`src/hw/rtl/ddo_pkg.sv`:
```
`default_nettype none
package ddo_pkg;

  localparam int unsigned CORDIC_STEPS_DEF = 24;
  localparam int unsigned ATAN_LEN = 30;

  localparam int unsigned DIV_BITS = 51;
  localparam int unsigned DSR_BITS = 31;
  localparam int unsigned MUL_W    = 36;

  localparam logic signed [31:0] PI_Q28      = 32'sd843314857;
  localparam logic signed [31:0] HALF_PI_Q28 = 32'sd421657428;
  localparam logic [30:0]        TWO_PI_Q28  = 31'd1686629713;
  localparam logic signed [33:0] GAIN_Q30    = 34'sd652032874;
  localparam logic signed [32:0] ONE_Q16     = 33'sd65536;
  // Floor of 2^50 over 2*pi in Q3.28; the quotient estimate it gives is at most two short.
  localparam logic [35:0]        RECIP_2PI   = 36'd667544;

  localparam logic [2:0] REG_LINEAR_SPEED = 3'd0;
  localparam logic [2:0] REG_STEER_GAIN   = 3'd1;
  localparam logic [2:0] REG_WHEEL_BASE   = 3'd2;
  localparam logic [2:0] REG_MPP          = 3'd3;
  localparam logic [2:0] REG_SPEED_UNITS  = 3'd4;

  typedef struct packed {
    logic signed [15:0] left_delta;
    logic signed [15:0] right_delta;
  } in_item_t;

  typedef struct packed {
    logic signed [15:0] left_speed;
    logic signed [15:0] right_speed;
  } out_item_t;

  function automatic logic [31:0] atan_lut(input logic [4:0] idx);
    logic [31:0] v;
    begin
      case (idx)
        5'd0:  v = 32'd210828714;
        5'd1:  v = 32'd124459457;
        5'd2:  v = 32'd65760959;
        5'd3:  v = 32'd33381290;
        5'd4:  v = 32'd16755422;
        5'd5:  v = 32'd8385879;
        5'd6:  v = 32'd4193963;
        5'd7:  v = 32'd2097109;
        5'd8:  v = 32'd1048571;
        5'd9:  v = 32'd524287;
        5'd10: v = 32'd262144;
        5'd11: v = 32'd131072;
        5'd12: v = 32'd65536;
        5'd13: v = 32'd32768;
        5'd14: v = 32'd16384;
        5'd15: v = 32'd8192;
        5'd16: v = 32'd4096;
        5'd17: v = 32'd2048;
        5'd18: v = 32'd1024;
        5'd19: v = 32'd512;
        5'd20: v = 32'd256;
        5'd21: v = 32'd128;
        5'd22: v = 32'd64;
        5'd23: v = 32'd32;
        5'd24: v = 32'd16;
        5'd25: v = 32'd8;
        5'd26: v = 32'd4;
        5'd27: v = 32'd2;
        5'd28: v = 32'd1;
        default: v = 32'd0;
      endcase
      return v;
    end
  endfunction

endpackage
`default_nettype wire

```
`src/hw/rtl/ddo_mul.sv`:
```
`default_nettype none
module ddo_mul (
  input  wire logic                                   clk_i,
  input  wire logic signed [ddo_pkg::MUL_W-1:0]       a_i,
  input  wire logic signed [ddo_pkg::MUL_W-1:0]       b_i,
  output logic signed [2*ddo_pkg::MUL_W-1:0]          p_o
);
  import ddo_pkg::*;

  logic signed [2*MUL_W-1:0] p_q;

  always_ff @(posedge clk_i) begin
    p_q <= a_i * b_i;
  end

  assign p_o = p_q;
endmodule
`default_nettype wire

```
`config.mk`:
```
export PLATFORM = sky130hd
export DESIGN_NAME = ddo_mul
export DESIGN_NICKNAME = d
export VERILOG_FILES = /design/src/hw/rtl/ddo_pkg.sv /design/src/hw/rtl/ddo_mul.sv
export SDC_FILE = /design/constraint.sdc
export NUM_CORES = 2
export LEC_CHECK = 0
export BUFFER_PORTS_ARGS = -buffer_cell sky130_fd_sc_hd__buf_2
export CAP_MARGIN = 20
export CELL_PAD_IN_SITES_DETAIL_PLACEMENT = 1
export CELL_PAD_IN_SITES_GLOBAL_PLACEMENT = 1
export CORE_AREA = 2 2 295 297
export DETAILED_ROUTE_END_ITERATION = 10
export DIE_AREA = 0 0 297 299
export PLACE_DENSITY = 0.95
export REMOVE_ABC_BUFFERS = 1
export SYNTH_ARGS = -nofsm -noshare
export SYNTH_HDL_FRONTEND = slang
export SYNTH_SLANG_ARGS = --single-unit
```
`constraint.sdc`:
```
create_clock -name clk_i -period 24.2 [get_ports clk_i]
set_clock_uncertainty 0.15 [all_clocks]
set_input_delay 3.63 -clock clk_i [delete_from_list [all_inputs] [get_ports clk_i]]
set_output_delay 3.63 -clock clk_i [all_outputs]
set_load 0.02 [all_outputs]
```
Yosys cells after proc, flatten, opt, wreduce, memory -nomap -nowiden --
Index checks and enable logic that the tools add are counted.
Storage, ports and cells: input bits 73, register bits after elaboration 72, logic and storage cells 2
Operators by class: multiply operators 1
Operators with widths (number):
- multiplier 36 x 36 -> 72 bit | 1

Logic depth before layout (Yosys ltp) --
depth in word-level cells 1, gate-level depth with buffers 30

Least setup slack after synthesis --
Ideal clock, no wire load.
path kind input to register, from input port a_i[35] (netlist bit), to register p_q[69], in the netlist p_o[69], path slack 13.042 ns, buffers on the path 3, required time 23.919 ns, library setup time 0.131 ns, cell stages on the path 22, arrival time 10.878 ns, cell sequence clkbuf_1 > clkbuf_1 > nand2_1 > inv_1 > fa_1 > fa_1 > fa_1 > fa_1 > fa_1 > fa_1 > fa_1 > fa_1 > ha_1 > clkbuf_1 > a21o_1 > a21o_1 > a21oi_1 > nand2_1 > and3_1 > a211oi_1 > o31ai_1 > xor2_1
Between the ends: longest elaborated chain between the ends 1
RTL lines:
- start: declaration | line ddo_mul.sv:4 | input wire logic signed [ddo_pkg::MUL_W-1:0] a_i,
- multiplier 36 x 36 -> 72 bit | line ddo_mul.sv:13 | p_q <= a_i * b_i;
- end signal: assignment | line ddo_mul.sv:13
- end: declaration | line ddo_mul.sv:10 | logic signed [2*MUL_W-1:0] p_q;
Every way passes these cells.

Worst setup path after layout --
from input port a_i[15] (netlist bit), to register p_q[54], in the netlist p_o[54]
Same word-level chain as after synthesis.

==> flow_summary.toml <==
[run_status]
outcome = "finished, violations left"
violations = "design-rule violations"

[logic_synthesis]
async_reset_ff_frac = 0
synthTopCellsByArea = "fa_1 58%, inv_1 11%, and2_1 7.4%, nand2_1 6.0%, ha_1 5.8%"
yosys_warnings = 0
syn-cell-area_sq_um = 47400
synth-seq-area-share = 0.0304
postSynthCellCount = 5104
synth_largest_area_cell = "fa_1"
synth_edf_count = 0
syn_avg_cell_area_sq_um = 9.29
synth_seq_cells = 72
synth_flop_cell = "dfxtp_1"
synth.distinct_cells = 65
synth_top_area_frac = 0.582

[setup_path]
crit_family = "adder cells"
required_ns = 24.27
crit_buf_inv = 6
crit_slowest_cell = "fa_1"
critPathLaunch = "a_i[15]"
critPathMaxStageDelay_ns = 0.83
start_kind = "primary input"
crit_type = "primary input to register"
worst_path_most_repeated_cell = "fa_1"
crit_fanout = 36
crit_arrival_ns = 14.57
endpoint_kind = "register"

[die]
die_w_um = 297
core_area_sq_um = 85900
dieArea_sq_um = 88800
core.rowCount = 108
dieHeight_um = 299
io_pins = 145
start_util = 0.552

[sta]
rsz0062_at_grt = "false"
fin_setup_tns_ns = 0
finalHoldViolations = 0
fmax_mhz = 68.9
min_period_over_period = 0.599
drv_slew = 0
finalSetupViolations = 0
period_minus_slack_ns = 14.50
slew-limit-headroom = 0.126
worst_slew_pin_slew_ns = 1.31

[cells_and_area]
fillCellCount = 9687
multiInputGateArea_sq_um = 39800
final_layout_size_suffix_gt1_frac = 0.0427
final_cell_mix = "1379 x fa_1, 1344 x inv_1, 760 x nand2_1"
nNetsFinal = 6674
largest_reg_flops = 72
seqCellArea_sq_um = 1440
syn2layout_area_growth_pct = 3.77
layout_commonest_cell = "fa_1"

[route]
firstDrtPassIters = 11
drc = 211
drtIter0Drc = 6744
avgViaCountPerCell = 6.78
vias = 42000
routedWlPerCell_um = 35.9
postRouteAntennaNets = 0
wirelength_um = 222000

[clock_tree]
holdBufCountCts = 0
postCtsSetupRepairBufs = 0
clockBufferDepth = 2
cts-root-buf = "clkbuf_16"
cts_resized = 0
htree_num_levels = 3
clock-sinks = 72
cts.clk_slew.worst_paths_ns = 0.07
numCtsBuffers = 9
tritoncts = "done"

[grt]
grt_pass1_vias = 49900
grt-ovfl-total = 0
grt_antenna_before_repair = 31
grt_pass1_wl_um = 323000
grt_usage = 0.509
grt_max_degree = 38

[placed_design]
port_buffers = 144
place_hpwl_um = 148000
place.gp.congestion = 0.938

[min_path]
hp-class = "primary input to register"
holdCritStartpoint = "b_i[0]"

[job]
max_cap_violations = 0
-- Yosys cell counts, types with 2 or more instances --
master    instances
a211oi_1          8
a21boi_1          3
a21o_1           37
a21oi_1          69
a311oi_1          3
a31oi_1           9
a32oi_1           2
a41oi_1           3
and2_1          559
and3_1            7
and4_1            2
buf_2             5
clkbuf_1        287
dfxtp_1          72
fa_1           1379
ha_1            219
inv_1          1344
nand2_1         760
nand2b_1         12
nand3_1          18
nand4_1          20
nor2_1           43
nor2b_1          36
nor3_1           11
nor4_1            2
o211ai_1          4
o21a_1            7
o21ai_0          29
o21ai_1          15
o21ai_2           2
o21bai_1         10
o22ai_1           2
o311ai_0          3
o31a_1            2
o31ai_1           3
o41ai_1           3
or2_2             5
or3_1             3
or3_4             2
xnor2_1          52
xor2_1           28
-- area by class of cell --
cell class              count  share of cell area
diodes                     30             0.00153
clock buffers              11             0.00493
clock inverters             5             0.00114
inverters                1344               0.102
multi-input cells        3395               0.809
flip-flops and latches     72              0.0293
well taps                1155              0.0294
repair buffers            181              0.0218
-- routing by layer --
| layer | global-route usage | up-vias | share of wire |
|---|---|---|---|
| met1 | 0.471 | 20500 | 0.27 |
| met3 | 0.278 | 2624 | 0.15 |
| met4 | 0.555 | 34 | 0.15 |
| met2 | 0.756 | 4642 | 0.43 |
| met5 | 0.0492 | - | 0.0032 |
| li1 | - | 14200 | - |
-- path summary, 6_finish.rpt --
kind	to	cells past startpoint	slack (ns)
worst max-delay path	p_o[54]	25	9.70
worst min-delay path	p_o[0]	3	3.79
-- cell families after synthesis --
family | synth area share
flops | 0.0304
fa+ha+maj | 0.640
compound gates | 0.0309
simple gates | 0.154
mux | 0.000448
xor+xnor | 0.0148
buf+inv | 0.130
-- per-stage QoR --
stage / cells / instance area [sq um] / util / hold WS [ns] / setup WS [ns]
after global routing: 6172 / 49200 / 0.572 / 3.78 / 9.74
after detailed placement: 6141 / 48700 / 0.567 / 3.90 / 11.48
after CTS: 6157 / 49000 / 0.571 / 3.76 / 11.80
after global placement: 6140 / 48700 / 0.567 / 3.89 / 12.09
final: 6193 / 49200 / 0.573 / 3.79 / 9.70
after floorplan: 4811 / 46300 / - / 3.60 / 13.56
-- worst min-delay path, cell delays in order --
cell and delay (ns):
buf_2 0.10, buf_4 0.30, and2_1 0.25
Power is left out: the tool's default activity adds up to more than one toggle a clock period on the data nets, which glitch-free logic cannot reach.
