[src/hw/rtl/ddo_pkg.sv]
`default_nettype none
package ddo_pkg;

  localparam int unsigned CORDIC_STEPS_DEF = 24;
  localparam int unsigned ATAN_LEN = 30;

  localparam int unsigned DIV_BITS = 51;
  localparam int unsigned DSR_BITS = 31;
  localparam int unsigned MUL_W    = 36;

  localparam logic signed [31:0] PI_Q28      = 32'sd843314857;
  localparam logic signed [31:0] HALF_PI_Q28 = 32'sd421657428;
  localparam logic [30:0]        TWO_PI_Q28  = 31'd1686629713;
  localparam logic signed [33:0] GAIN_Q30    = 34'sd652032874;
  localparam logic signed [32:0] ONE_Q16     = 33'sd65536;
  // Floor of 2^50 over 2*pi in Q3.28; the quotient estimate it gives is at most two short.
  localparam logic [35:0]        RECIP_2PI   = 36'd667544;

  localparam logic [2:0] REG_LINEAR_SPEED = 3'd0;
  localparam logic [2:0] REG_STEER_GAIN   = 3'd1;
  localparam logic [2:0] REG_WHEEL_BASE   = 3'd2;
  localparam logic [2:0] REG_MPP          = 3'd3;
  localparam logic [2:0] REG_SPEED_UNITS  = 3'd4;

  typedef struct packed {
    logic signed [15:0] left_delta;
    logic signed [15:0] right_delta;
  } in_item_t;

  typedef struct packed {
    logic signed [15:0] left_speed;
    logic signed [15:0] right_speed;
  } out_item_t;

  function automatic logic [31:0] atan_lut(input logic [4:0] idx);
    logic [31:0] v;
    begin
      case (idx)
        5'd0:  v = 32'd210828714;
        5'd1:  v = 32'd124459457;
        5'd2:  v = 32'd65760959;
        5'd3:  v = 32'd33381290;
        5'd4:  v = 32'd16755422;
        5'd5:  v = 32'd8385879;
        5'd6:  v = 32'd4193963;
        5'd7:  v = 32'd2097109;
        5'd8:  v = 32'd1048571;
        5'd9:  v = 32'd524287;
        5'd10: v = 32'd262144;
        5'd11: v = 32'd131072;
        5'd12: v = 32'd65536;
        5'd13: v = 32'd32768;
        5'd14: v = 32'd16384;
        5'd15: v = 32'd8192;
        5'd16: v = 32'd4096;
        5'd17: v = 32'd2048;
        5'd18: v = 32'd1024;
        5'd19: v = 32'd512;
        5'd20: v = 32'd256;
        5'd21: v = 32'd128;
        5'd22: v = 32'd64;
        5'd23: v = 32'd32;
        5'd24: v = 32'd16;
        5'd25: v = 32'd8;
        5'd26: v = 32'd4;
        5'd27: v = 32'd2;
        5'd28: v = 32'd1;
        default: v = 32'd0;
      endcase
      return v;
    end
  endfunction

endpackage
`default_nettype wire

[src/hw/rtl/ddo_div.sv]
`default_nettype none
module ddo_div (
  input  wire logic                            clk_i,
  input  wire logic                            rst_ni,
  input  wire logic                            start_i,
  input  wire logic [ddo_pkg::DIV_BITS-1:0]    dividend_i,
  input  wire logic [ddo_pkg::DSR_BITS-1:0]    divisor_i,
  output logic                                 done_o,
  output logic [ddo_pkg::DIV_BITS-1:0]         quot_o
);
  import ddo_pkg::*;

  localparam int unsigned CNT_W = $clog2(DIV_BITS);

  logic [DIV_BITS-1:0] dvd_q;
  logic [DSR_BITS-1:0] rem_q, dsr_q;
  logic [CNT_W-1:0]    cnt_q;
  logic                busy_q, done_q;
  logic [DSR_BITS:0]   trial;
  logic                ge;

  // One restoring step per cycle: the quotient shifts in where the dividend shifts out.
  assign trial = {rem_q, dvd_q[DIV_BITS-1]};
  assign ge    = trial >= {1'b0, dsr_q};

  always_ff @(posedge clk_i or negedge rst_ni) begin
    if (!rst_ni) begin
      busy_q <= 1'b0;
      done_q <= 1'b0;
      cnt_q  <= '0;
      dvd_q  <= '0;
      rem_q  <= '0;
      dsr_q  <= '0;
    end else begin
      done_q <= 1'b0;
      if (start_i) begin
        busy_q <= 1'b1;
        cnt_q  <= '0;
        dvd_q  <= dividend_i;
        rem_q  <= '0;
        dsr_q  <= divisor_i;
      end else if (busy_q) begin
        rem_q <= ge ? DSR_BITS'(trial - {1'b0, dsr_q}) : trial[DSR_BITS-1:0];
        dvd_q <= {dvd_q[DIV_BITS-2:0], ge};
        cnt_q <= cnt_q + 1'b1;
        if (cnt_q == CNT_W'(DIV_BITS - 1)) begin
          busy_q <= 1'b0;
          done_q <= 1'b1;
        end
      end
    end
  end

  assign done_o = done_q;
  assign quot_o = dvd_q;
endmodule
`default_nettype wire

[config.mk]
export PLATFORM = sky130hd
export DESIGN_NAME = ddo_div
export DESIGN_NICKNAME = d
export VERILOG_FILES = /design/src/hw/rtl/ddo_pkg.sv /design/src/hw/rtl/ddo_div.sv
export SDC_FILE = /design/constraint.sdc
export NUM_CORES = 1
export LEC_CHECK = 0
export BUFFER_PORTS_ARGS = -buffer_cell sky130_fd_sc_hd__buf_4
export CAP_MARGIN = 20
export CORE_MARGIN = 2
export CORE_UTILIZATION = 28
export DETAILED_ROUTE_END_ITERATION = 16
export SKIP_CTS_REPAIR_TIMING = 1
export SLEW_MARGIN = 20
export SYNTH_ARGS = -nofsm -noshare
export SYNTH_HDL_FRONTEND = slang
export SYNTH_SLANG_ARGS = --single-unit
[constraint.sdc]
create_clock -name clk_i -period 4.05 [get_ports clk_i]
set_input_delay 0.81 -clock clk_i [delete_from_list [all_inputs] [get_ports clk_i]]
set_output_delay 0.81 -clock clk_i [all_outputs]
set_load 0.005 [all_outputs]
# Word level (Yosys, flattened, before mapping)
# Cells that the tools add are included.
[totals]
ff_bits = 121
input_bits = 85
out_inout_bits = 52
[classes]
n_addsub = 2
n_lt_le_gt_ge = 1
eq_ne = 1
n_mux = 13
n_reduce_logical = 1
[ops]
columns = ["operator", "count"]
rows = [
  ["$mux W51", 2],
  ["$mux W31", 3],
  ["$ge A32 B31 Y1", 1],
  ["$sub A31 B31 Y31", 1],
  ["$mux W6", 2],
  ["$add A6 B1 Y6 const B", 1],
  ["$eq A6 B6 Y1 const B", 1],
  ["$mux W1", 6],
  ["$reduce_bool A2 Y1", 1],
]

# Logic depth before layout (Yosys ltp)
[logic_depth]
word_depth = 4
ltp_mapped = 14

# Least setup slack after synthesis
# No wires, ideal clock.
[synth_path]
path_type = "reg2reg"
from = "register dvd_q[50], in the netlist quot_o[50]"
to = "register rem_q[27]"
setup_time_ns = 0.138
arrival_time_ns = 2.891
slack_ns = 1.021
stages_incl_launch_ff = 14
period_less_slack_ns = 3.029
path_cell_list = "dfrtp_1 -> inv_1 -> ha_1 -> inv_1 -> fa_1 -> a21o_1 -> a221o_1 -> a221oi_4 -> o21ai_2 -> o21a_1 -> buf_6 -> mux2_1 -> mux2i_1 -> a211oi_1"
[synth_via]
elab_chain_len = 4
elab_cells_between_ends = 5
classes_between = "1 x add/sub; 1 x order compare; 3 x mux"
[synth_rtl]
columns = ["item", "line", "text"]
rows = [
  ["start, declared", "ddo_div.sv:15", "logic [DIV_BITS-1:0] dvd_q;"],
  ["start signal, assigned", "ddo_div.sv:39", "dvd_q <= dividend_i;"],
  ["start signal, assigned", "ddo_div.sv:44", "dvd_q <= {dvd_q[DIV_BITS-2:0], ge};"],
  ["$sub A31 B31 Y31 / $ge A32 B31 Y1 (equally long branches)", "ddo_div.sv:43, ddo_div.sv:24", ""],
  ["$mux W31 (*)", "ddo_div.sv:43", "rem_q <= ge ? DSR_BITS'(trial - {1'b0, dsr_q}) : trial[DSR_BITS-1:0];"],
  ["$mux W31 (*)", "ddo_div.sv:42", "end else if (busy_q) begin"],
  ["$mux W31 (*)", "ddo_div.sv:36", "if (start_i) begin"],
  ["end signal, assigned", "ddo_div.sv:43", ""],
  ["end, declared", "ddo_div.sv:16", "logic [DSR_BITS-1:0] rem_q, dsr_q;"],
]
# Mark *: on every way between the ends. The rest lies on a longest branch, timed or not. The select of a mux whose other input is x is not followed.
# A chain may end at the register's enable or synchronous reset.

# Final worst setup path
[layout_path]
from = "register dvd_q[50], in the netlist quot_o[50]"
to = "register rem_q[4]"
# Same word-level chain as after synthesis.

==> reports/qor.txt <==
TritonCTS clock tree: yes
Yosys top cell area share: 42.58%
DR DRC count: 0
Worst EP arrival: 3.73 ns
Fin Setup TNS: 0 ns
Die W: 163.4 um
Clock share of power: 44.9%
WL per Instance: 14.17 um
Max Cap Viol: 0
Critical path type: register to register
Max H-tree Level: 4
Sequential fraction of design power: 40.7%
Pre-Repair DR Iteration Count: 5
Routed Antenna Nets: 0
Vias/cell: 4.775
Pwr per Cell Area: 365.7 mW/mm^2
Total Die Area: 0.02669 sq mm
Critical Path RT: 4.30 ns
Hold Vio Cnt, Final: 0
Clock latency on the worst-skew pair: 0.42 ns
Synth area leader: dfrtp_1
Vias in the first global route: 5951
Most frequent cells in the layout: buf_4 (146), nand2_1 (129), dfrtp_1 (120)
Layout Nets: 1044
Root Driver: clkbuf_16
Final WL: 17960 um
Layout Cell Area excl Fill: 0.008989 sq mm
FF+latch count, synth: 121
Crit-path cells: inv_1 > ha_1 > inv_1 > fa_1 > a21o_1 > a221o_1 > a221oi_4 > o21ai_2 > o21ai_2 > buf_4 > nor2_1 > a21oi_1 > a211oi_1
Synth Area per Inst: 8.791 sq um
Crit path time final: 3.480 ns
GPL Wtd Cong: 0.8365
Int Power: 0.002369 W
Rows: 58
Static Leak: 4.645 nW
Max Slew Vio Count: 0
Critical Path Start Type: register
Post-synth ARST share: 100.0%
RSZ-0062 raised after global routing: false
Max stage delay on crit path: 0.48 ns
Min-Delay Path Class: register to register
Post-synth EDFFs: 0
# IOs: 137
CP Max Fanout: 15
CORE AREA: 0.02504 sq mm
Layout cells sized above 1: 20.04%
Most common cell after layout, fill and taps aside: buf_4
Hold Path Cell Cnt: 1
Synth area leaders: dfrtp_1 (43%), mux2i_1 (7.7%), o21ai_0 (7.2%), nand2_1 (6.8%), ha_1 (5.8%)
Worst-path clk slew: 0.06 ns
Remaining Overflow, GRT: 0
Status: finished, final reports clean
Initial drt markers: 383
ANT cells: 0
Post-synthesis cell area: 0.007112 sq mm
First-pass GRT wire length: 30060 um
# setup viols final: 0
Die height: 163.4 um
Sequential-to-total area share from yosys stat: 42.58%
CTS Sinks: 121
Distinct cells, synth: 53
Syn. warnings: 0
Psw: 0.0009177 W
Peak Freq: 287.4 MHz
Least-Margin Pin Slew: 0.9167 ns
Starting Density: 28.41%
Critical Path Sink Type: register
Largest net degree at the start of global routing: 121
CTS Buf Count: 17
Post-Syn Nets: 928
Synthesis-to-layout area growth: 26.39%
Dpl cell area: 0.008418 sq mm
R2R cell count: 13
DP HPWL: 12890 um
Clk buf depth: 2
Global Route Usage Sum: 13.83%
Port Buffers: 136
Max VDD drop: 0.2128 mV
Logic pwr share: 14.4%
Vias: 6055
Clk_skew: 0.01093 ns
Gate Count Post-Synth: 809
Fin crit share: 85.93%
Antenna violations before repair: 0
CP max-delay cell: o21ai_2
Top_reg_cell synth: dfrtp_1
Slew HR: 38.89%
Sw frac: 27.92%
[flip-flops by register name, summed over array words and instances, names as in the netlist]
signal	cells
done_o	1
dsr_q	31
busy_q	1
quot_o	51
cnt_q	6
rem_q	31
[power by group through the flow]
stage	Clock [W]	Combinational (W)	Sequential, W
3_3_place_gp	0	0.000475	0.00136
3_5_place_dp	0	0.000479	0.00136
6_report	0.00148	0.000472	0.00134
2_1_floorplan	0	0.000250	0.00135
5_1_grt	0.00158	0.000536	0.00135
4_1_cts	0.00153	0.000481	0.00134
[through the flow]
| step | hold WS, ns | utilization, % | total power [W] | cells | worst slack [ns] |
|---|---|---|---|---|---|
| final | 0.5139 | 35.90 | 0.003287 | 1268 | 0.5700 |
| after global placement | 0.4982 | 33.62 | 0.001834 | 1236 | 0.6266 |
| after global routing | 0.5365 | 35.90 | 0.003462 | 1268 | 0.2643 |
| after CTS | 0.5184 | 35.90 | 0.003346 | 1268 | 0.4778 |
| after floorplan | 0.4849 | - | 0.001603 | 809 | 1.021 |
| after detailed placement | 0.5050 | 33.62 | 0.001840 | 1236 | 0.5092 |
[cell usage after synthesis, types with 12 or more instances]
cell      number
dfrtp_1      121
a211oi_1      20
nand3_1       16
a21o_1        13
inv_1         39
nand2_1      129
xor2_1        13
mux2i_1       55
xnor2_1       12
clkbuf_1      39
ha_1          33
o21ai_0      102
a21oi_1       52
nor2_1        62
[critical path, delay by kind of cell (launching register included)]
family                   cells  cell delay (ns)
buffers and inverters        3             0.43
AO/OA/AOI/OAI                7             1.85
AND/OR/NAND/NOR              1             0.07
adder cells (fa/ha/maj)      2             0.56
flip-flops                   1             0.41
[logic make-up (layout without fill, tap and decap cells)]
kind of cell               after synthesis  in the layout  share of synthesized area, %
muxes                                   60             60                         8.533
DFF                                    121            121                         42.58
xor gates and xnor gates                25             25                         3.079
adders and majority gates               34             34                         6.087
buffers and inverters                   89            218                         5.120
AOI/OAI and AO/OA                      233            233                         19.72
and+or+nand+nor                        247            247                         14.88
[per-layer routing]
metal	GRT usage, %	vias up	share of wire [%]
met5	0	-	0
met4	3.620	0	0.90
met3	2.844	12	3.4
met2	22.42	107	47
met1	18.77	2867	48
li1	-	3069	-
[path summary, 6_finish.rpt]
path | slack, ns | from | end
hold / removal | 0.51 | dsr_q[0]$_DFFE_PN0P_ | dsr_q[0]$_DFFE_PN0P_
hold reg to reg | 0.51 | dsr_q[0]$_DFFE_PN0P_ | dsr_q[0]$_DFFE_PN0P_
max in group asynchronous | 2.69 | rst_ni | quot_o[13]$_DFFE_PN0P_
setup reg to reg | 0.57 | quot_o[50]$_DFFE_PN0P_ | rem_q[4]$_DFFE_PN0P_
setup / recovery | 0.57 | quot_o[50]$_DFFE_PN0P_ | rem_q[4]$_DFFE_PN0P_
min in group asynchronous | 0.54 | rst_ni | quot_o[45]$_DFFE_PN0P_
[cell type report]
class	count	area, sq um
fill	2604	16050
multi-input combinational	599	3720
timing repair buffer	147	1107
tap	330	412.9
clock inverter	15	145.1
sequential	121	3032
inverter	39	146.4
clock buffer	17	425.4
No activity file was read; power rests on OpenSTA's default activity.
