`src/hw/rtl/ddo_pkg.sv`:
```
`default_nettype none
package ddo_pkg;

  localparam int unsigned CORDIC_STEPS_DEF = 24;
  localparam int unsigned ATAN_LEN = 30;

  localparam int unsigned DIV_BITS = 51;
  localparam int unsigned DSR_BITS = 31;
  localparam int unsigned MUL_W    = 36;

  localparam logic signed [31:0] PI_Q28      = 32'sd843314857;
  localparam logic signed [31:0] HALF_PI_Q28 = 32'sd421657428;
  localparam logic [30:0]        TWO_PI_Q28  = 31'd1686629713;
  localparam logic signed [33:0] GAIN_Q30    = 34'sd652032874;
  localparam logic signed [32:0] ONE_Q16     = 33'sd65536;
  // Floor of 2^50 over 2*pi in Q3.28; the quotient estimate it gives is at most two short.
  localparam logic [35:0]        RECIP_2PI   = 36'd667544;

  localparam logic [2:0] REG_LINEAR_SPEED = 3'd0;
  localparam logic [2:0] REG_STEER_GAIN   = 3'd1;
  localparam logic [2:0] REG_WHEEL_BASE   = 3'd2;
  localparam logic [2:0] REG_MPP          = 3'd3;
  localparam logic [2:0] REG_SPEED_UNITS  = 3'd4;

  typedef struct packed {
    logic signed [15:0] left_delta;
    logic signed [15:0] right_delta;
  } in_item_t;

  typedef struct packed {
    logic signed [15:0] left_speed;
    logic signed [15:0] right_speed;
  } out_item_t;

  function automatic logic [31:0] atan_lut(input logic [4:0] idx);
    logic [31:0] v;
    begin
      case (idx)
        5'd0:  v = 32'd210828714;
        5'd1:  v = 32'd124459457;
        5'd2:  v = 32'd65760959;
        5'd3:  v = 32'd33381290;
        5'd4:  v = 32'd16755422;
        5'd5:  v = 32'd8385879;
        5'd6:  v = 32'd4193963;
        5'd7:  v = 32'd2097109;
        5'd8:  v = 32'd1048571;
        5'd9:  v = 32'd524287;
        5'd10: v = 32'd262144;
        5'd11: v = 32'd131072;
        5'd12: v = 32'd65536;
        5'd13: v = 32'd32768;
        5'd14: v = 32'd16384;
        5'd15: v = 32'd8192;
        5'd16: v = 32'd4096;
        5'd17: v = 32'd2048;
        5'd18: v = 32'd1024;
        5'd19: v = 32'd512;
        5'd20: v = 32'd256;
        5'd21: v = 32'd128;
        5'd22: v = 32'd64;
        5'd23: v = 32'd32;
        5'd24: v = 32'd16;
        5'd25: v = 32'd8;
        5'd26: v = 32'd4;
        5'd27: v = 32'd2;
        5'd28: v = 32'd1;
        default: v = 32'd0;
      endcase
      return v;
    end
  endfunction

endpackage
`default_nettype wire

```
`src/hw/rtl/ddo_cordic.sv`:
```
`default_nettype none
module ddo_cordic #(
  parameter int unsigned CORDIC_STEPS = ddo_pkg::CORDIC_STEPS_DEF
) (
  input  wire logic               clk_i,
  input  wire logic               rst_ni,
  input  wire logic               start_i,
  input  wire logic signed [31:0] angle_i,
  output logic                    done_o,
  output logic signed [33:0]      cos_o,
  output logic signed [33:0]      sin_o
);
  import ddo_pkg::*;

  localparam int unsigned ITER  = (CORDIC_STEPS < ATAN_LEN) ? CORDIC_STEPS : ATAN_LEN;
  localparam int unsigned CNT_W = $clog2(ITER);

  logic signed [33:0] x_q, y_q, xs, ys;
  logic signed [31:0] z_q, at;
  logic [CNT_W-1:0]   i_q;
  logic               busy_q, done_q, flip_q;

  assign xs = x_q >>> i_q;
  assign ys = y_q >>> i_q;
  assign at = $signed(atan_lut(5'(i_q)));

  always_ff @(posedge clk_i or negedge rst_ni) begin
    if (!rst_ni) begin
      busy_q <= 1'b0;
      done_q <= 1'b0;
      flip_q <= 1'b0;
      i_q    <= '0;
      x_q    <= '0;
      y_q    <= '0;
      z_q    <= '0;
    end else begin
      done_q <= 1'b0;
      if (start_i) begin
        busy_q <= 1'b1;
        i_q    <= '0;
        x_q    <= GAIN_Q30;
        y_q    <= '0;
        // Angles outside the right half plane are folded by pi and negated at the end.
        if (angle_i > HALF_PI_Q28) begin
          z_q    <= angle_i - PI_Q28;
          flip_q <= 1'b1;
        end else if (angle_i < -HALF_PI_Q28) begin
          z_q    <= angle_i + PI_Q28;
          flip_q <= 1'b1;
        end else begin
          z_q    <= angle_i;
          flip_q <= 1'b0;
        end
      end else if (busy_q) begin
        if (!z_q[31]) begin
          x_q <= x_q - ys;
          y_q <= y_q + xs;
          z_q <= z_q - at;
        end else begin
          x_q <= x_q + ys;
          y_q <= y_q - xs;
          z_q <= z_q + at;
        end
        i_q <= i_q + 1'b1;
        if (i_q == CNT_W'(ITER - 1)) begin
          busy_q <= 1'b0;
          done_q <= 1'b1;
        end
      end
    end
  end

  assign done_o = done_q;
  assign cos_o  = flip_q ? -x_q : x_q;
  assign sin_o  = flip_q ? -y_q : y_q;
endmodule
`default_nettype wire

```
`config.mk`:
```
export PLATFORM = sky130hd
export DESIGN_NAME = ddo_cordic
export DESIGN_NICKNAME = d
export VERILOG_FILES = /design/src/hw/rtl/ddo_pkg.sv /design/src/hw/rtl/ddo_cordic.sv
export SDC_FILE = /design/constraint.sdc
export NUM_CORES = 1
export LEC_CHECK = 0
export ABC_AREA = 1
export BUFFER_PORTS_ARGS = -buffer_cell sky130_fd_sc_hd__buf_2
export CORE_UTILIZATION = 45
export CTS_CLUSTER_SIZE = 25
export DETAILED_ROUTE_END_ITERATION = 6
export GPL_TIMING_DRIVEN = 0
export PLACE_DENSITY_LB_ADDON = 0.15
export RECOVER_POWER = 100
export SLEW_MARGIN = 30
export SYNTH_ARGS = -nofsm -noshare
export SYNTH_HDL_FRONTEND = slang
export SYNTH_SLANG_ARGS = --single-unit
```
`constraint.sdc`:
```
create_clock -name clk_i -period 7.3 [get_ports clk_i]
set_clock_uncertainty 0.15 [all_clocks]
set_input_delay 0.73 -clock clk_i [delete_from_list [all_inputs] [get_ports clk_i]]
set_output_delay 0.73 -clock clk_i [all_outputs]
set_load 0.02 [all_outputs]
```
# [Word-level counts from Yosys, hierarchy flattened]
# Memory sizes are Yosys's and may differ from the RTL's.
# Index checks and enable logic that the tools add are counted.
[op_classes] shift=2 n_eq_ne=1 order_cmp=2 add_sub_neg=11 reduce_logical=1 mux=23
[op_table] cell="$mux W34" count=8
[op_table] cell="$mux W32" count=5
[op_table] cell="$add A34 B34 Y34" count=2
[op_table] cell="$neg A34 Y34" count=2
[op_table] cell="$sshr A34 B5 Y34" count=2
[op_table] cell="$sub A34 B34 Y34" count=2
[op_table] cell="$add A32 B31 Y32 const B" count=1
[op_table] cell="$add A32 B32 Y32" count=1
[op_table] cell="$gt A32 B30 Y1 const B" count=1
[op_table] cell="$lt A32 B30 Y1 const B" count=1
[op_table] cell="$sub A32 B31 Y32 const B" count=1
[op_table] cell="$sub A32 B32 Y32" count=1
[op_table] cell="$mux W5" count=2
[op_table] cell="$mux W1" count=8
[op_table] cell="$add A5 B1 Y5 const B" count=1
[op_table] cell="$eq A5 B5 Y1 const B" count=1
[op_table] cell="$reduce_bool A2 Y1" count=1
[word_totals] input_bits=35 register_bits=108 rom_bits=896 word_cells=48 memories=1
[memory_table] name="(name not given)" depth=32 word_bits=28 read_ports=1 rd_ports_with_merged_regs=0 write_ports=0 line="ddo_pkg.sv:38" source="case (idx)"

# [Logic depth before layout (Yosys ltp)]
[depth] depth_word=5 depth_mapped=37

# [Least setup slack after synthesis]
# OpenSTA, ideal clock, no wires.
[synth_timing] path_kind="register to register" start="register i_q[1]" end="register z_q[29]" stages_incl_launch_ff=30 required_time_ns=7.033 path_buffers=2 setup_slack_ns=3.119 synth_period_minus_slack_ns=4.181 t_arrival_ns=3.914 path_cell_list="dfrtp_1 -> buf_6 -> inv_2 -> buf_2 -> ha_1 -> inv_1 -> nand2_1 -> nand3_1 -> o21a_1 -> ha_1 -> nand3_1 -> nor2_2 -> nand4_2 -> nor3_2 -> nand2_1 -> nand2_2 -> xor2_1 -> ha_1 -> nand2_1 -> nor4_1 -> nand3_1 -> nand3_1 -> a21o_1 -> nand2_1 -> nand2_1 -> a21oi_1 -> o21ai_0 -> nand2_1 -> nand2_1 -> nand2_1"
[synth_via] elab_chain_len=5 elab_cells_between_ends=6 classes_between="add/sub: 2; mux: 3; memory: 1"
[synth_lines] element="start: declaration" line="ddo_cordic.sv:20" source="logic [CNT_W-1:0] i_q;"
[synth_lines] element="start signal: assignment" line="ddo_cordic.sv:64" source="i_q <= i_q + 1'b1;"
[synth_lines] element="$mem_v2 Z32 W28 (*)"
[synth_lines] element="$sub A32 B32 Y32 / $add A32 B32 Y32 (equally long branches)" line="ddo_cordic.sv:58, ddo_cordic.sv:62"
[synth_lines] element="$mux W32 (*)" line="ddo_cordic.sv:55" source="if (!z_q[31]) begin"
[synth_lines] element="$mux W32 (*)" line="ddo_cordic.sv:54" source="end else if (busy_q) begin"
[synth_lines] element="$mux W32 (*)" line="ddo_cordic.sv:38" source="if (start_i) begin"
[synth_lines] element="end signal: assignment" line="ddo_cordic.sv:45" source="z_q <= angle_i - PI_Q28;"
[synth_lines] element="end signal: assignment" line="ddo_cordic.sv:58" source="z_q <= z_q - at;"
[synth_lines] element="end signal: assignment" line="ddo_cordic.sv:62" source="z_q <= z_q + at;"
[synth_lines] element="end: declaration" line="ddo_cordic.sv:19" source="logic signed [31:0] z_q, at;"
# Every way passes the cells marked *; elsewhere a longest branch is shown, timed or not. The select of a mux whose other input is x is not followed.
# A chain may end at the register's enable or synchronous reset.

# [Worst setup path after layout]
[layout_timing] start="register i_q[0]" end="register x_q[27]"
[layout_via] elab_chain_len=5 elab_cells_between_ends=6 classes_between="add/sub: 2; shift: 1; mux: 3"
[layout_lines] element="$sshr A34 B5 Y34 (*)" line="ddo_cordic.sv:24" source="assign ys = y_q >>> i_q;"
[layout_lines] element="$sub A34 B34 Y34 / $add A34 B34 Y34 (equally long branches)" line="ddo_cordic.sv:56, ddo_cordic.sv:60"
[layout_lines] element="$mux W34 (*)" line="ddo_cordic.sv:55"
[layout_lines] element="$mux W34 (*)" line="ddo_cordic.sv:54"
[layout_lines] element="$mux W34 (*)" line="ddo_cordic.sv:38"
[layout_lines] element="end signal: assignment" line="ddo_cordic.sv:56" source="x_q <= x_q - ys;"
[layout_lines] element="end signal: assignment" line="ddo_cordic.sv:60" source="x_q <= x_q + ys;"
[layout_lines] element="end: declaration" line="ddo_cordic.sv:18" source="logic signed [33:0] x_q, y_q, xs, ys;"
# Marked as above.

==> results.sh <==
export IMPL_status="complete, but fails checks"
export IMPL_violations="DRC, capacitance limit, slew limit"
export IMPL_dp_cells=4175
export IMPL_synth_area_leaders="nand2_1 (19%), dfrtp_1 (14%), nand3_1 (11%)"
export IMPL_critical_path_class="register to register"
export IMPL_clkLatencyLatePin_ns=0.42
export IMPL_yosysTopAreaCell="nand2_1"
export IMPL_slew_headroom=-0.923
export IMPL_ios=104
export IMPL_synthesis_area_sq_um=19700
export IMPL_nets=3752
export IMPL_rsz0062_at_grt="no"
export IMPL_grt_total_usage=0.430
export IMPL_finalSetupViolCount=0
export IMPL_critPathLaunchType="register"
export IMPL_drt_iter0_markers=2849
export IMPL_clock_sinks=108
export IMPL_syn_to_final_growth_pct=6.99
export IMPL_cts_buffer_depth=2
export IMPL_diodes=0
export IMPL_synth_flop_cell="dfrtp_1"
export IMPL_layout_commonest_cell="nand2_1"
export IMPL_postSynthAreaPerCell_sq_um=5.63
export IMPL_cp_required_ns=7.41
export IMPL_critical_path_max_stage_delay_ns=0.55
export IMPL_dieWidth_microns=211
export IMPL_drc=15
export IMPL_crit_fanout=11
export IMPL_hold_buffers=0
export IMPL_synth_top_area_frac=0.189
export IMPL_ys_warn_count=0
export IMPL_htreeDepth=3
export IMPL_multi_input_area_sq_um=14900
export IMPL_cpMostUsedCell="o21ai_0"
export IMPL_synth_enable_flop_cells=0
export IMPL_num_vias=24800
export IMPL_fmax_ghz=0.161
export IMPL_drtAntennaViolNets=0
export IMPL_cts_buffers=9
export IMPL_critical_path_slowest_cell="clkbuf_1"
export IMPL_finalWorstPathRequiredPeriod_ns=6.23
export IMPL_fin_tns_setup_ns=0
export IMPL_worst_pin_slew_ns=2.88
export IMPL_grt_antenna_before_repair=0
export IMPL_place_gp_congestion=1.09
export IMPL_drt_wl_total_microns=96700
export IMPL_core_area_sq_um=43200
export IMPL_cts_tree="yes"
export IMPL_slew_violations=45
export IMPL_root_buffer="clkbuf_16"
export IMPL_fillers=4927
export IMPL_cts_resized=0
export IMPL_finalHoldViolCount=0
export IMPL_final_cell_mix="nand2_1 (995), nand3_1 (445), inv_1 (369)"
export IMPL_yosysUniqueCellTypes=58
export IMPL_syn_num_nets=3654
export IMPL_hpwl_microns=77400
export IMPL_hp_class="register to register"
export IMPL_crit_path_end_kind="register"
export IMPL_start_util=0.457
export IMPL_ys_seq_area_frac=0.137
export IMPL_drv_cap=1
export IMPL_port_buffers=86
export IMPL_worstPathCellList="inv_1 -> clkbuf_1 -> a21oi_1 -> o21ai_0 -> nand3_1 -> nand3_1 -> nand2_1 -> inv_1 -> ha_1 -> nand2_1 -> nor3_1 -> nand3_1 -> o21ai_0 -> xnor2_1 -> ha_1 -> a21oi_1 -> inv_1 -> a31oi_1 -> nor3_1 -> a2111oi_0 -> nand2_1 -> o21ai_0 -> o21ai_0"
export IMPL_vias_per_cell=5.93
export IMPL_cts_setup_buffers=0
export IMPL_drive_gt1_frac=0.0399
export IMPL_grt_max_degree=65
export IMPL_final_seq_area_sq_um=2700
export IMPL_grt_ovfl_total=0
export IMPL_die_area_sq_um=44700
export IMPL_postSynthCellCount=3503
export IMPL_crit_arrival_ns=6.34
export IMPL_clkTransAtPathRegs_ns=0.10
export IMPL_grt_pass1_wl_microns=143000
export IMPL_die_h_microns=211
export IMPL_period_share=0.853
export IMPL_first_pass_iters=7
export IMPL_grt_pass1_vias=22800
export IMPL_wl_per_cell_microns=23.1
export IMPL_fp_row_count=76
export IMPL_final_cells=4191
export IMPL_ys_ff_latch=108
export IMPL_synth_async_reset_ratio=1.00
## kinds of logic after synthesis
kind of cell	share of synthesized area
xor+xnor	0.0896
compound gates	0.171
buf+inv	0.108
fa+ha+maj	0.0747
simple gates	0.419
flops	0.137
## layer usage
layer / part of all wire / wire length [microns] / track usage / vias to the layer above
met4: 0.066 / 6420 / 0.273 / 0
li1: - / - / - / 11800
met5: 0 / 0 / 0 / -
met3: 0.10 / 9920 / 0.0911 / 243
met2: 0.42 / 40700 / 0.655 / 1283
met1: 0.41 / 39700 / 0.552 / 11500
## registers in the layout (all words and copies together) (netlist names)
| register | flops |
|---|---|
| x_q | 34 |
| y_q | 34 |
| z_q | 32 |
| flip_q | 1 |
| i_q | 5 |
| busy_q | 1 |
| done_o | 1 |
## metrics by stage
step	setup slack (ns)	util	hold slack, ns	cell area [sq um]
final	1.07	0.489	0.347	21100
after floorplan	3.12	-	0.284	19700
after detailed placement	1.55	0.485	0.331	21000
after global placement	1.46	0.484	0.327	20900
after global routing	0.566	0.489	0.374	21100
after CTS	1.50	0.492	0.0589	21200
## synth_stat cells (all sizes together) (2+ instances only)
master / number
nand2: 1001
nand3: 447
inv: 379
nor2: 356
a21oi: 213
o21ai: 210
xor2: 152
ha: 113
dfrtp: 108
buf: 75
clkbuf: 72
nor3: 56
o22ai: 52
xnor2: 50
nand4: 35
a31oi: 33
nor4: 29
o21bai: 15
a21o: 14
o211ai: 14
or2: 13
o21a: 11
o31ai: 10
and3: 7
a221oi: 4
nand3b: 4
a21boi: 3
a32o: 3
clkinv: 3
fa: 3
o2111ai: 3
o221ai: 3
a211oi: 2
o32ai: 2
## final timing paths
kind,startpoint,endpoint,slack [ns],depth (start not counted)
worst max-delay path,i_q[0]$_DFFE_PN0P_,x_q[27]$_DFFE_PN0P_,1.07,23
worst min-delay path,z_q[30]$_DFFE_PN0P_,z_q[30]$_DFFE_PN0P_,0.35,2
worst max register to register,i_q[0]$_DFFE_PN0P_,x_q[27]$_DFFE_PN0P_,1.07,23
worst min register to register,z_q[30]$_DFFE_PN0P_,z_q[30]$_DFFE_PN0P_,0.35,2
max in group asynchronous,rst_ni,y_q[16]$_DFFE_PN0P_,4.25,1
min in group asynchronous,rst_ni,x_q[8]$_DFFE_PN0P_,1.07,1
## final cells by class
| cell class | count | share of cell area |
|---|---|---|
| Clock inverter | 6 | 0.00267 |
| Tap cell | 585 | 0.0347 |
| Multi-Input combinational cell | 2866 | 0.704 |
| Sequential cell | 108 | 0.128 |
| Inverter | 382 | 0.0679 |
| Clock buffer | 10 | 0.0113 |
| Timing Repair Buffer | 87 | 0.0180 |
| Buffer | 147 | 0.0333 |
## worst max-delay path: cells and delay by family, from the launching register on
| family | cells | cell delay [ns] |
|---|---|---|
| DFF | 1 | 0.48 |
| and+or+nand+nor | 8 | 1.62 |
| AOI/OAI and AO/OA | 8 | 2.04 |
| xor gates and xnor gates | 1 | 0.21 |
| buffers and inverters | 4 | 1.03 |
| adders and majority gates | 2 | 0.52 |
Power is left out: the tool's default activity adds up to more than one toggle a clock period on the data nets, which glitch-free logic cannot reach.
